--- src/utf8_lenient_decoder_macros.svh ---
// Assertion macros for the lenient UTF-8 decoder.
// Expects clk and rst_n in the scope of the module that includes it.
`ifndef UTF8_LENIENT_DECODER_MACROS_SVH
`define UTF8_LENIENT_DECODER_MACROS_SVH

// Same-cycle implication, checked out of reset.
`define U8LD_ASSERT_IMP(label, ante, cons) \
    label: assert property (@(posedge clk) disable iff (!rst_n) (ante) |-> (cons)) \
        else $error("utf8 decoder: same-cycle check failed");

// Next-cycle implication, checked out of reset.
`define U8LD_ASSERT_NXT(label, ante, cons) \
    label: assert property (@(posedge clk) disable iff (!rst_n) (ante) |=> (cons)) \
        else $error("utf8 decoder: next-cycle check failed");

`endif

--- src/utf8ld_pkg.sv ---
// Types, byte constants and helper functions for the lenient UTF-8 decoder.
// No dependencies; imported by utf8_lenient_decoder.
`timescale 1ns / 1ps

package utf8ld_pkg;

    typedef struct packed {
        logic [7:0] in_byte;
        logic       last_byte;
    } text_item_t;

    typedef struct packed {
        logic [15:0] code_unit;
        logic        unit_valid;
        logic        end_of_text;
    } char_item_t;

    localparam logic [7:0] NUL_BYTE  = 8'h00;
    localparam logic [7:0] TAB_BYTE  = 8'h09;
    localparam logic [7:0] LF_BYTE   = 8'h0A;
    localparam logic [7:0] CR_BYTE   = 8'h0D;
    localparam logic [7:0] SPACE_LO  = 8'h20;
    localparam logic [7:0] PUNCT1_HI = 8'h2F;
    localparam logic [7:0] PUNCT2_LO = 8'h3A;
    localparam logic [7:0] PUNCT2_HI = 8'h3F;
    localparam logic [7:0] BRACE_LO  = 8'h7B;
    localparam logic [7:0] BRACE_HI  = 8'h7D;
    localparam logic [7:0] ASCII_END = 8'h80;

    localparam logic [7:0] CONT_LO   = 8'h80;
    localparam logic [7:0] CONT_HI   = 8'hBF;
    localparam logic [7:0] LEAD2_LO  = 8'hC2;
    localparam logic [7:0] LEAD2_HI  = 8'hDF;
    localparam logic [7:0] LEAD3_LO  = 8'hE0;
    localparam logic [7:0] LEAD3_HI  = 8'hEF;
    localparam logic [7:0] LEAD4_LO  = 8'hF0;
    localparam logic [7:0] LEAD4_HI  = 8'hF7;
    localparam logic [7:0] LEAD5_LO  = 8'hF8;
    localparam logic [7:0] LEAD5_HI  = 8'hFB;
    localparam logic [7:0] LEAD6_LO  = 8'hFC;
    localparam logic [7:0] LEAD6_HI  = 8'hFD;

    // minimum second byte after the shortest-form leads
    localparam logic [7:0] MIN2_LEAD3 = 8'hA0;
    localparam logic [7:0] MIN2_LEAD4 = 8'h90;
    localparam logic [7:0] MIN2_LEAD5 = 8'h88;
    localparam logic [7:0] MIN2_LEAD6 = 8'h84;

    localparam logic [30:0] BOM_POINT = 31'h0000FEFF;
    localparam logic [30:0] DEL_POINT = 31'h0000007F;
    localparam logic [30:0] CTRL_END  = 31'h00000020;
    localparam logic [30:0] TAB_POINT = 31'h00000009;
    localparam logic [30:0] LF_POINT  = 31'h0000000A;
    localparam logic [30:0] CR_POINT  = 31'h0000000D;

    // true when a decoded point survives the drop filter
    function automatic logic keep_point(input logic [30:0] cp);
        logic drop;
        drop = (cp == BOM_POINT) || (cp == DEL_POINT) ||
               ((cp < CTRL_END) && (cp != TAB_POINT) && (cp != LF_POINT) &&
                (cp != CR_POINT));
        return !drop;
    endfunction

    // bytes that, after a bad 2-byte lead, are decoded again
    function automatic logic retry_byte(input logic [7:0] b);
        return (b == NUL_BYTE) || (b == TAB_BYTE) || (b == LF_BYTE) ||
               (b inside {[SPACE_LO:PUNCT1_HI], [PUNCT2_LO:PUNCT2_HI],
                          [BRACE_LO:BRACE_HI]});
    endfunction

endpackage

--- src/utf8_lenient_decoder.sv ---
// Lenient UTF-8 decoder top level: byte items in, 16-bit code unit items out.
// Depends on utf8ld_pkg and utf8_lenient_decoder_macros.svh.
`timescale 1ns / 1ps
`include "utf8_lenient_decoder_macros.svh"
//
//  channel  | valid       | stall       | payload
//  ---------+-------------+-------------+-----------------------------------------------
//  text     | text_valid  | text_stall  | text_item (in_byte, last_byte)
//  char     | char_valid  | char_stall  | char_item (code_unit, unit_valid, end_of_text)
//
//  One byte per clock while char_stall is low; each byte passes the input
//  register, then is decoded into the result register.
//  The decode state updates when the input register hands its item on.
//  text_stall rises only when the input register is full and the result
//  register is held by char_stall; reset clears both valids and all decode state.
//  A byte that yields nothing and is not last produces no char item.

module utf8_lenient_decoder
    import utf8ld_pkg::*;
(
    input  logic       clk,
    input  logic       rst_n,
    input  logic       text_valid,
    output logic       text_stall,
    input  text_item_t text_item,
    output logic       char_valid,
    input  logic       char_stall,
    output char_item_t char_item
);

    // pipeline registers
    logic       s1_valid_reg, s1_valid_next;
    text_item_t s1_item_reg;
    logic       char_valid_reg, char_valid_next;
    char_item_t char_item_reg, char_item_next;

    // decode state
    logic [2:0]  exp_len_reg, exp_len_next;   // 0 = no sequence open
    logic [2:0]  seen_reg, seen_next;
    logic [30:0] partial_reg, partial_next;
    logic [7:0]  min2_reg, min2_next;
    logic        nul_reg, nul_next;

    logic        advance;
    logic        consume;
    logic        text_take;
    logic [7:0]  b;

    logic [2:0]  lead_len;
    logic [30:0] lead_val;
    logic [7:0]  lead_min;

    logic        use_lead;
    logic        have;
    logic [30:0] cp;
    logic [30:0] part;
    logic [7:0]  lo;

    assign advance    = !char_valid_reg || !char_stall;
    assign consume    = s1_valid_reg && advance;
    assign text_stall = s1_valid_reg && !advance;
    assign text_take  = text_valid && !text_stall;
    assign char_valid = char_valid_reg;
    assign char_item  = char_item_reg;
    assign b          = s1_item_reg.in_byte;

    // lead byte classification: length, payload bits, overlong guard
    always_comb
    begin
        lead_len = 3'd0;
        lead_val = '0;
        lead_min = CONT_LO;
        case (b) inside
            [LEAD2_LO:LEAD2_HI]:
            begin
                lead_len = 3'd2;
                lead_val = {26'd0, b[4:0]};
            end
            [LEAD3_LO:LEAD3_HI]:
            begin
                lead_len = 3'd3;
                lead_val = {27'd0, b[3:0]};
                lead_min = (b == LEAD3_LO) ? MIN2_LEAD3 : CONT_LO;
            end
            [LEAD4_LO:LEAD4_HI]:
            begin
                lead_len = 3'd4;
                lead_val = {28'd0, b[2:0]};
                lead_min = (b == LEAD4_LO) ? MIN2_LEAD4 : CONT_LO;
            end
            [LEAD5_LO:LEAD5_HI]:
            begin
                lead_len = 3'd5;
                lead_val = {29'd0, b[1:0]};
                lead_min = (b == LEAD5_LO) ? MIN2_LEAD5 : CONT_LO;
            end
            [LEAD6_LO:LEAD6_HI]:
            begin
                lead_len = 3'd6;
                lead_val = {30'd0, b[0]};
                lead_min = (b == LEAD6_LO) ? MIN2_LEAD6 : CONT_LO;
            end
            default:
            begin
                lead_len = 3'd0;
            end
        endcase
    end

    // one byte of decode against the current state
    always_comb
    begin
        exp_len_next = exp_len_reg;
        seen_next    = seen_reg;
        partial_next = partial_reg;
        min2_next    = min2_reg;
        nul_next     = nul_reg;
        use_lead     = 1'b0;
        have         = 1'b0;
        cp           = '0;
        part         = {partial_reg[24:0], b[5:0]};
        lo           = (seen_reg == 3'd1) ? min2_reg : CONT_LO;

        if (nul_reg)
        begin
            // text already ended by NUL: ignore bytes until the last one
            use_lead = 1'b0;
        end
        else if (exp_len_reg == 3'd0)
        begin
            use_lead = 1'b1;
        end
        else if ((b >= lo) && (b <= CONT_HI))
        begin
            if ((seen_reg + 3'd1) >= exp_len_reg)
            begin
                exp_len_next = 3'd0;
                seen_next    = 3'd0;
                partial_next = '0;
                min2_next    = CONT_LO;
                cp           = part;
                have         = keep_point(part);
            end
            else
            begin
                partial_next = part;
                seen_next    = seen_reg + 3'd1;
            end
        end
        else
        begin
            // broken sequence: drop what was gathered
            exp_len_next = 3'd0;
            seen_next    = 3'd0;
            partial_next = '0;
            min2_next    = CONT_LO;
            use_lead     = (exp_len_reg == 3'd2) ? retry_byte(b) : 1'b1;
        end

        if (use_lead)
        begin
            if (b == NUL_BYTE)
            begin
                nul_next = 1'b1;
            end
            else if (b < ASCII_END)
            begin
                cp   = {23'd0, b};
                have = keep_point(cp);
            end
            else if (lead_len != 3'd0)
            begin
                exp_len_next = lead_len;
                seen_next    = 3'd1;
                partial_next = lead_val;
                min2_next    = lead_min;
            end
        end

        if (s1_item_reg.last_byte)
        begin
            exp_len_next = 3'd0;
            seen_next    = 3'd0;
            partial_next = '0;
            min2_next    = CONT_LO;
            nul_next     = 1'b0;
        end

        char_item_next.code_unit   = have ? cp[15:0] : 16'd0;
        char_item_next.unit_valid  = have;
        char_item_next.end_of_text = s1_item_reg.last_byte;
    end

    always_comb
    begin
        if (text_take)
        begin
            s1_valid_next = 1'b1;
        end
        else if (advance)
        begin
            s1_valid_next = 1'b0;
        end
        else
        begin
            s1_valid_next = s1_valid_reg;
        end
        if (advance)
        begin
            char_valid_next = consume && (have || s1_item_reg.last_byte);
        end
        else
        begin
            char_valid_next = char_valid_reg;
        end
    end

    always_ff @(posedge clk or negedge rst_n)
    begin
        if (!rst_n)
        begin
            s1_valid_reg   <= 1'b0;
            char_valid_reg <= 1'b0;
            exp_len_reg    <= 3'd0;
            seen_reg       <= 3'd0;
            partial_reg    <= '0;
            min2_reg       <= CONT_LO;
            nul_reg        <= 1'b0;
        end
        else
        begin
            s1_valid_reg   <= s1_valid_next;
            char_valid_reg <= char_valid_next;
            if (consume)
            begin
                exp_len_reg <= exp_len_next;
                seen_reg    <= seen_next;
                partial_reg <= partial_next;
                min2_reg    <= min2_next;
                nul_reg     <= nul_next;
            end
        end
    end

    // payload registers, no reset
    always_ff @(posedge clk)
    begin
        if (text_take)
        begin
            s1_item_reg <= text_item;
        end
        if (consume)
        begin
            char_item_reg <= char_item_next;
        end
    end

    // a NUL-ended text never leaves a sequence open
    `U8LD_ASSERT_IMP(a_nul_closed, nul_reg, exp_len_reg == 3'd0)
    // byte count stays inside the open sequence
    `U8LD_ASSERT_IMP(a_seen_range, exp_len_reg != 3'd0,
                     (seen_reg != 3'd0) && (seen_reg < exp_len_reg))
    // an item without a character only ever marks the end of the text
    `U8LD_ASSERT_IMP(a_empty_is_end, char_valid && !char_item.unit_valid,
                     char_item.end_of_text && (char_item.code_unit == 16'd0))
    // a last byte handed on leaves the decoder fully cleared
    `U8LD_ASSERT_NXT(a_last_clears, consume && s1_item_reg.last_byte,
                     (exp_len_reg == 3'd0) && !nul_reg)

endmodule

--- config.mk ---
export PLATFORM = sky130hd
export DESIGN_NAME = utf8_lenient_decoder
export DESIGN_NICKNAME = d
export VERILOG_FILES = /design/src/utf8ld_pkg.sv /design/src/utf8_lenient_decoder.sv
export VERILOG_INCLUDE_DIRS = /design/src /design/src/src
export SDC_FILE = /design/constraint.sdc
export NUM_CORES = 1
export LEC_CHECK = 0
export BUFFER_PORTS_ARGS = -buffer_cell sky130_fd_sc_hd__buf_2
export CORE_ASPECT_RATIO = 1.1
export CORE_MARGIN = 4
export CORE_UTILIZATION = 54
export CTS_CLUSTER_SIZE = 14
export DETAILED_ROUTE_END_ITERATION = 12
export GPL_ROUTABILITY_DRIVEN = 0
export GPL_TIMING_DRIVEN = 0
export HOLD_SLACK_MARGIN = 0.08
export PLACE_DENSITY = 0.74
export SLEW_MARGIN = 20
export SYNTH_ARGS = -nofsm -noshare
export SYNTH_HDL_FRONTEND = slang
export SYNTH_SLANG_ARGS = --single-unit
--- constraint.sdc ---
create_clock -name clk -period 4.1 [get_ports clk]
set_input_delay 0.205 -clock clk [delete_from_list [all_inputs] [get_ports clk]]
set_output_delay 0.205 -clock clk [all_outputs]
set_load 0.1 [all_outputs]
## After elaboration in Yosys (flattened, before gate mapping)

Cells that the tools add are included.

| cells by class | value |
|---|---|
| reduce and logical (&&, ||, !) cells | 41 |
| order comparisons | 22 |
| muxes and demuxes | 79 |
| equal/unequal tests | 17 |
| $add $sub $neg | 1 |

Operators with widths:

| kind | count |
|---|---|
| $mux W31 | 13 |
| $mux W16 | 7 |
| $mux W8 | 14 |
| $ne A31 B4 Y1 const B | 3 |
| $mux W3 | 25 |
| $le A8 B8 Y1 const B | 6 |
| $ge A8 B8 Y1 const B | 5 |
| $eq A8 B8 Y1 const B | 4 |
| $eq A31 B16 Y1 const B | 1 |
| $eq A31 B7 Y1 const B | 1 |
| $lt A31 B6 Y1 const B | 1 |
| $ne A8 B4 Y1 const B | 3 |
| $logic_and A1 B1 Y1 | 19 |
| $mux W1 | 17 |
| $eq A8 B4 Y1 const B | 2 |
| $ge A8 B6 Y1 const B | 2 |
| $le A8 B6 Y1 const B | 2 |
| $eq A8 B7 Y1 const B | 1 |
| $ge A8 B7 Y1 const B | 1 |
| $ge A8 B8 Y1 | 1 |
| $le A8 B7 Y1 const B | 1 |
| $logic_not A8 Y1 | 1 |
| $logic_or A1 B1 Y1 | 8 |
| $lt A8 B6 Y1 const B | 1 |
| 13 further kinds | 21 |

| storage, ports and cells | value |
|---|---|
| flip-flop bits (word level) | 75 |
| bits of input ports | 13 |
| output and inout port bits | 20 |

## Depth between registers and ports, before layout

| logic depth | value |
|---|---|
| depth after elaboration | 15 |
| depth in mapped cells | 15 |
| mapped depth without buffers | 12 |

## Worst setup path before layout

OpenSTA, ideal clock, no wires.

| timing path | value |
|---|---|
| path type | reg-to-reg |
| from | register seen_reg[1] |
| to | register char_item_reg (netlist bit char_item[3]), data pin |
| arrival time | 2.610 ns |
| path slack | 1.223 ns |
| cell stages (with the launch flop) | 15 |
| setup time | 0.267 ns |
| path buffers | 2 |
| required time | 3.833 ns |
| path through | dfrtp_1 inv_1 ha_1 nor2b_1 clkbuf_1 nand2_1 ha_1 nor2b_1 o211a_1 o311ai_1 nand2_1 and4_1 clkbuf_1 a21oi_2 nor2b_1 |

| between the ends | value |
|---|---|
| cells in the longest elaborated chain, start to end | 10 |
| elaborated cells on any way between the ends | 23 |
| classes of those cells | add/sub: 1; order compare: 2; eq/ne: 1; mux: 18; reduce/logical: 1 |

RTL lines:

| item | line | RTL |
|---|---|---|
| start, declared | utf8_lenient_decoder.sv:39 | `logic [2:0] seen_reg, seen_next;` |
| start signal, assigned | utf8_lenient_decoder.sv:237 | `seen_reg <= seen_next;` |
| $eq A3 B1 Y1 | utf8_lenient_decoder.sv:122 | `lo = (seen_reg == 3'd1) ? min2_reg : CONT_LO;` |
| $mux W8 | utf8_lenient_decoder.sv:122 |  |
| $ge A8 B8 Y1 | utf8_lenient_decoder.sv:133 | `else if ((b >= lo) && (b <= CONT_HI))` |
| $logic_and A1 B1 Y1 | utf8_lenient_decoder.sv:133 |  |
| $mux W16 or $mux W1 (tied branches) | utf8_lenient_decoder.sv:133 |  |
| $mux W16 or $mux W1 (tied branches) | utf8_lenient_decoder.sv:129 | `else if (exp_len_reg == 3'd0)` |
| $mux W16 or $mux W1 (tied branches) | utf8_lenient_decoder.sv:124 | `if (nul_reg)` |
| $mux W16 or $mux W1 (tied branches) | utf8_lenient_decoder.sv:166 | `else if (b < ASCII_END)` |
| $mux W16 or $mux W1 (tied branches) | utf8_lenient_decoder.sv:162 | `if (b == NUL_BYTE)` |
| $mux W16 or $mux W1 (tied branches) | utf8_lenient_decoder.sv:160 | `if (use_lead)` |
| end signal, assigned | utf8_lenient_decoder.sv:254 | `char_item_reg <= char_item_next;` |
| end, declared | utf8_lenient_decoder.sv:35 | `char_item_t char_item_reg, char_item_next;` |

Several ways; a longest one is shown, not always the timed one.
A chain may end at the register's enable or synchronous reset.

## Worst setup path after layout

| timing path | value |
|---|---|
| from | register seen_reg[0] |
| to | register min2_reg[2] |

| between the ends | value |
|---|---|
| cells in the longest elaborated chain, start to end | 12 |
| elaborated cells on any way between the ends | 18 |
| classes of those cells | add/sub: 1; order compare: 2; eq/ne: 1; mux: 13; reduce/logical: 1 |

RTL lines:

| item | line | RTL |
|---|---|---|
| $eq A3 B1 Y1 | utf8_lenient_decoder.sv:122 |  |
| $mux W8 | utf8_lenient_decoder.sv:122 |  |
| $ge A8 B8 Y1 | utf8_lenient_decoder.sv:133 |  |
| $logic_and A1 B1 Y1 | utf8_lenient_decoder.sv:133 |  |
| $mux W8 | utf8_lenient_decoder.sv:133 |  |
| $mux W8 | utf8_lenient_decoder.sv:129 |  |
| $mux W8 | utf8_lenient_decoder.sv:124 |  |
| $mux W8 | utf8_lenient_decoder.sv:171 | `else if (lead_len != 3'd0)` |
| $mux W8 | utf8_lenient_decoder.sv:166 |  |
| $mux W8 | utf8_lenient_decoder.sv:162 |  |
| $mux W8 (*) | utf8_lenient_decoder.sv:160 |  |
| $mux W8 (*) | utf8_lenient_decoder.sv:180 | `if (s1_item_reg.last_byte)` |
| end signal, assigned | utf8_lenient_decoder.sv:239 | `min2_reg <= min2_next;` |
| end, declared | utf8_lenient_decoder.sv:41 | `logic [7:0] min2_reg, min2_next;` |

Mark *: on every way between the ends. The rest lies on a longest branch, timed or not.

==> results.md <==
- Status: complete, no violations
- Fin crit period: between 3 and 4 ns
- Warnings, synthesis: 0
- Mapped Nets: approximately 330
- Final hold vios: 0
- Std-Cell Rows: 30
- Io pins: 33
- Crit path setup slack, layout: roughly 0.63 ns
- Setup-failing EPs final: 0
- CP Launch Type: flop
- Pre-CTS setup slack: 0.612 ns
- Syn Std Cell Area: 3420 sq um
- 1st-iter DRT viols: between 200 and 250
- Setup TNS: 0 ns
- Number of distinct library cells after synthesis: 56
- CTS tree: done
- Die area: around 7700 sq um
- Uppermost layer routed: met4
- Clk_lat worst skew: roughly 0.34 ns
- CTS buffer count: 9
- Detailed-route via count: 2654
- #FFs+latches synth: 69
- Crit path max fanout: 8
- Max-slew violations: 0
- Slowest cell on crit path: o31ai_1
- Pwr dens: between 400 and 500 nW/um^2
- Crit path required time: 4.38 ns
- Post-DP HPWL: ~5300 microns
- Hold path start: char_stall
- Avg Cell Area, Syn: about 11 sq um
- Worst path max stage delay: about 0.76 ns
- EDFF count, synth: 27
- R2R Path Start: seen_reg[0]$_DFFE_PN0P_
- Gr usage total: 22.2%
- Buf/Inv on CP: 1
- Cell chain of the critical path: ha_1 > nor2b_1 > clkbuf_1 > nand2_1 > ha_1 > nor2b_1 > o211a_1 > o311ai_1 > a21oi_1 > nor2_1 > o31ai_1 > a22o_1
- Drt total wl: 7840 microns
- CTS root buf: clkbuf_8
- Peak VDD IR: ~0.28 mV
- Chip height: 91.5 microns
- Met3 routed WL: about 480 microns
- DR pass1 iterations: 5
- Routed WL per cell: approximately 18 microns
- Post-layout nets: about 380
- Post-Route M1 WL: between 3000 and 4000 microns
- Number of global-route vias before repair: about 2700
- CP arrival: roughly 3.8 ns
- Via density: 6.06
- Crit path kind: reg2reg
- Max-cap violations: 0
- Pin count of the biggest net entering global routing: 43
- Worst slew pin tran: approximately 1 ns
- Met2 wire len: around 3900 microns
- Top delay family on crit path: compound AO/OA/AOI/OAI gates
- Global-route wire length before repair: approximately 13000 microns
- Initial antenna violation count: 0
- Area of the core: ~6000 sq um
- ANT cells: 0
- Setup Skew: approximately 0.013 ns
- Post-synthesis sequential area ratio: between 50% and 60%
- Post-route ant nets: 0
- Reg clk slew, reported paths: roughly 0.070 ns
- DRC: 0
- Tcrit/Tclk final: a little over four fifths
- Asr flop ratio synth: a little over 60%
- Unrepaired setup endpoints after global routing: no
- Worst hold path type: in2reg
- Starting density of the core: 55.6%
- Register-to-register setup slack: between 0.6 and 0.7 ns
- Num Clock Sinks: 69
- Port bufs: 32
- Layout area overhead: 17.9%
- Fmax: around 0.29 GHz
- Share of layout cells above drive strength 1: between 10% and 20%
- H-tree depth: 3
- Die X: 83.9 microns
- Crit. End Element: flop
- Grt ovf: 0
- CTS resizes: 0
- Clock Tree Buf Depth: 2
- CP startpoint: seen_reg[0]$_DFFE_PN0P_
- Dominant synthesized flop cell: dfrtp_1
- Pleak: ~1.8 nW
- Worst slew margin: 34.9%
- Synth Instances: 299
- Largest register FFs: 25
==> layout by cell type (no fill, tap or decap), drive strengths merged, types with 2 or more instances in the layout <==
master       count
dfrtp           41
buf             38
edfxtp          27
nand2           23
a22o            23
clkbuf          22
a21oi           18
nor2            14
and2            13
ha              13
inv             13
nor4            13
dlygate4sd3     11
o21ai           11
nor2b            8
nand3            6
nor3             6
a32o             5
nand2b           4
nand4            4
a32oi            3
o31ai            3
and4             3
or2              3
xor2             2
a31oi            2
a21o             2
nand4b           2
o2bb2ai          2
and3             2
bufinv           2
==> power breakdown <==
part	internal [mW]	switching, mW
combinational	0.0758	0.259
sequential	0.756	0.0275
clock	0.396	0.260
==> area by class of cell <==
type	count	area (sq um)
fillers	476	2120
flip-flops and latches	69	1860
multi-input cells	202	1420
repair buffers	43	270
clock buffers	12	165
well taps	80	100
plain buffers	16	98.8
clock inverters	4	77.6
inverters	12	45.0
==> path summary, 6_finish.rpt <==
kind / to / cells after the start
setup / recovery: min2_reg[2]$_DFFE_PN0P_ / 12
hold / removal: char_valid$_DFFE_PN0N_ / 3
setup reg to reg: min2_reg[2]$_DFFE_PN0P_ / 12
hold reg to reg: char_item[0]$_DFFE_PP_ / 0
max in group asynchronous: exp_len_reg[0]$_DFFE_PN0P_ / 2
min in group asynchronous: char_valid$_DFFE_PN0N_ / 2
==> cell families after synthesis <==
logic type	count (synthesis)	synth area share (%)
AO/OA/AOI/OAI	79	17.6
XOR/XNOR	2	0.512
adder cells (fa/ha/maj)	13	4.75
buffers and inverters	28	4.20
flip-flops	69	54.4
multiplexers	1	0.293
AND/OR/NAND/NOR	107	18.2
==> worst reg2reg max path: cells and delay by family, from the launching register on <==
kind,cells,cell delay (ns)
compound gates,5,1.72
simple gates,4,0.49
fa+ha+maj,2,0.46
flops,1,0.44
buf+inv,1,0.31
==> timing repair <==
| action | 4_1_cts | 5_1_grt |
|---|---|---|
| buffers inserted | 0 | 0 |
| hold buffers | 11 | 0 |
| endpoints found under the hold margin | 51 | 0 |
==> metrics by stage <==
step	instances	power, mW	hold slack, ns	utilization, %	cell area (sq um)
2_1_floorplan	299	1.05	-0.0906	-	3420
3_3_place_gp	411	1.12	0.381	59.8	3680
3_5_place_dp	411	1.12	0.383	59.8	3680
4_1_cts	438	1.78	0.179	65.5	4040
5_1_grt	438	1.85	0.205	65.5	4040
6_report	438	1.77	0.189	65.5	4040
==> routing by layer <==
layer	vias up	global-route usage (%)
met5	-	0
met4	0	10.5
met3	26	5.44
met2	113	35.3
met1	1278	28.4
li1	1237	-
==> Yosys cell counts, types with 6 or more instances <==
library cell	count	area [sq um]
dfrtp_1	41	1030
edfxtp_1	27	811
a22o_1	23	201
nand2_1	23	86.3
a21oi_1	17	85.1
nor2_1	14	52.6
and2_1	13	81.3
ha_1	13	163
inv_1	11	41.3
nor4_1	11	68.8
clkbuf_1	10	37.5
nor2b_1	8	50.1
nand3_1	6	30.0
nor3_1	6	30.0
o21ai_0	6	30.0
(Power assumes the default switching activity.)
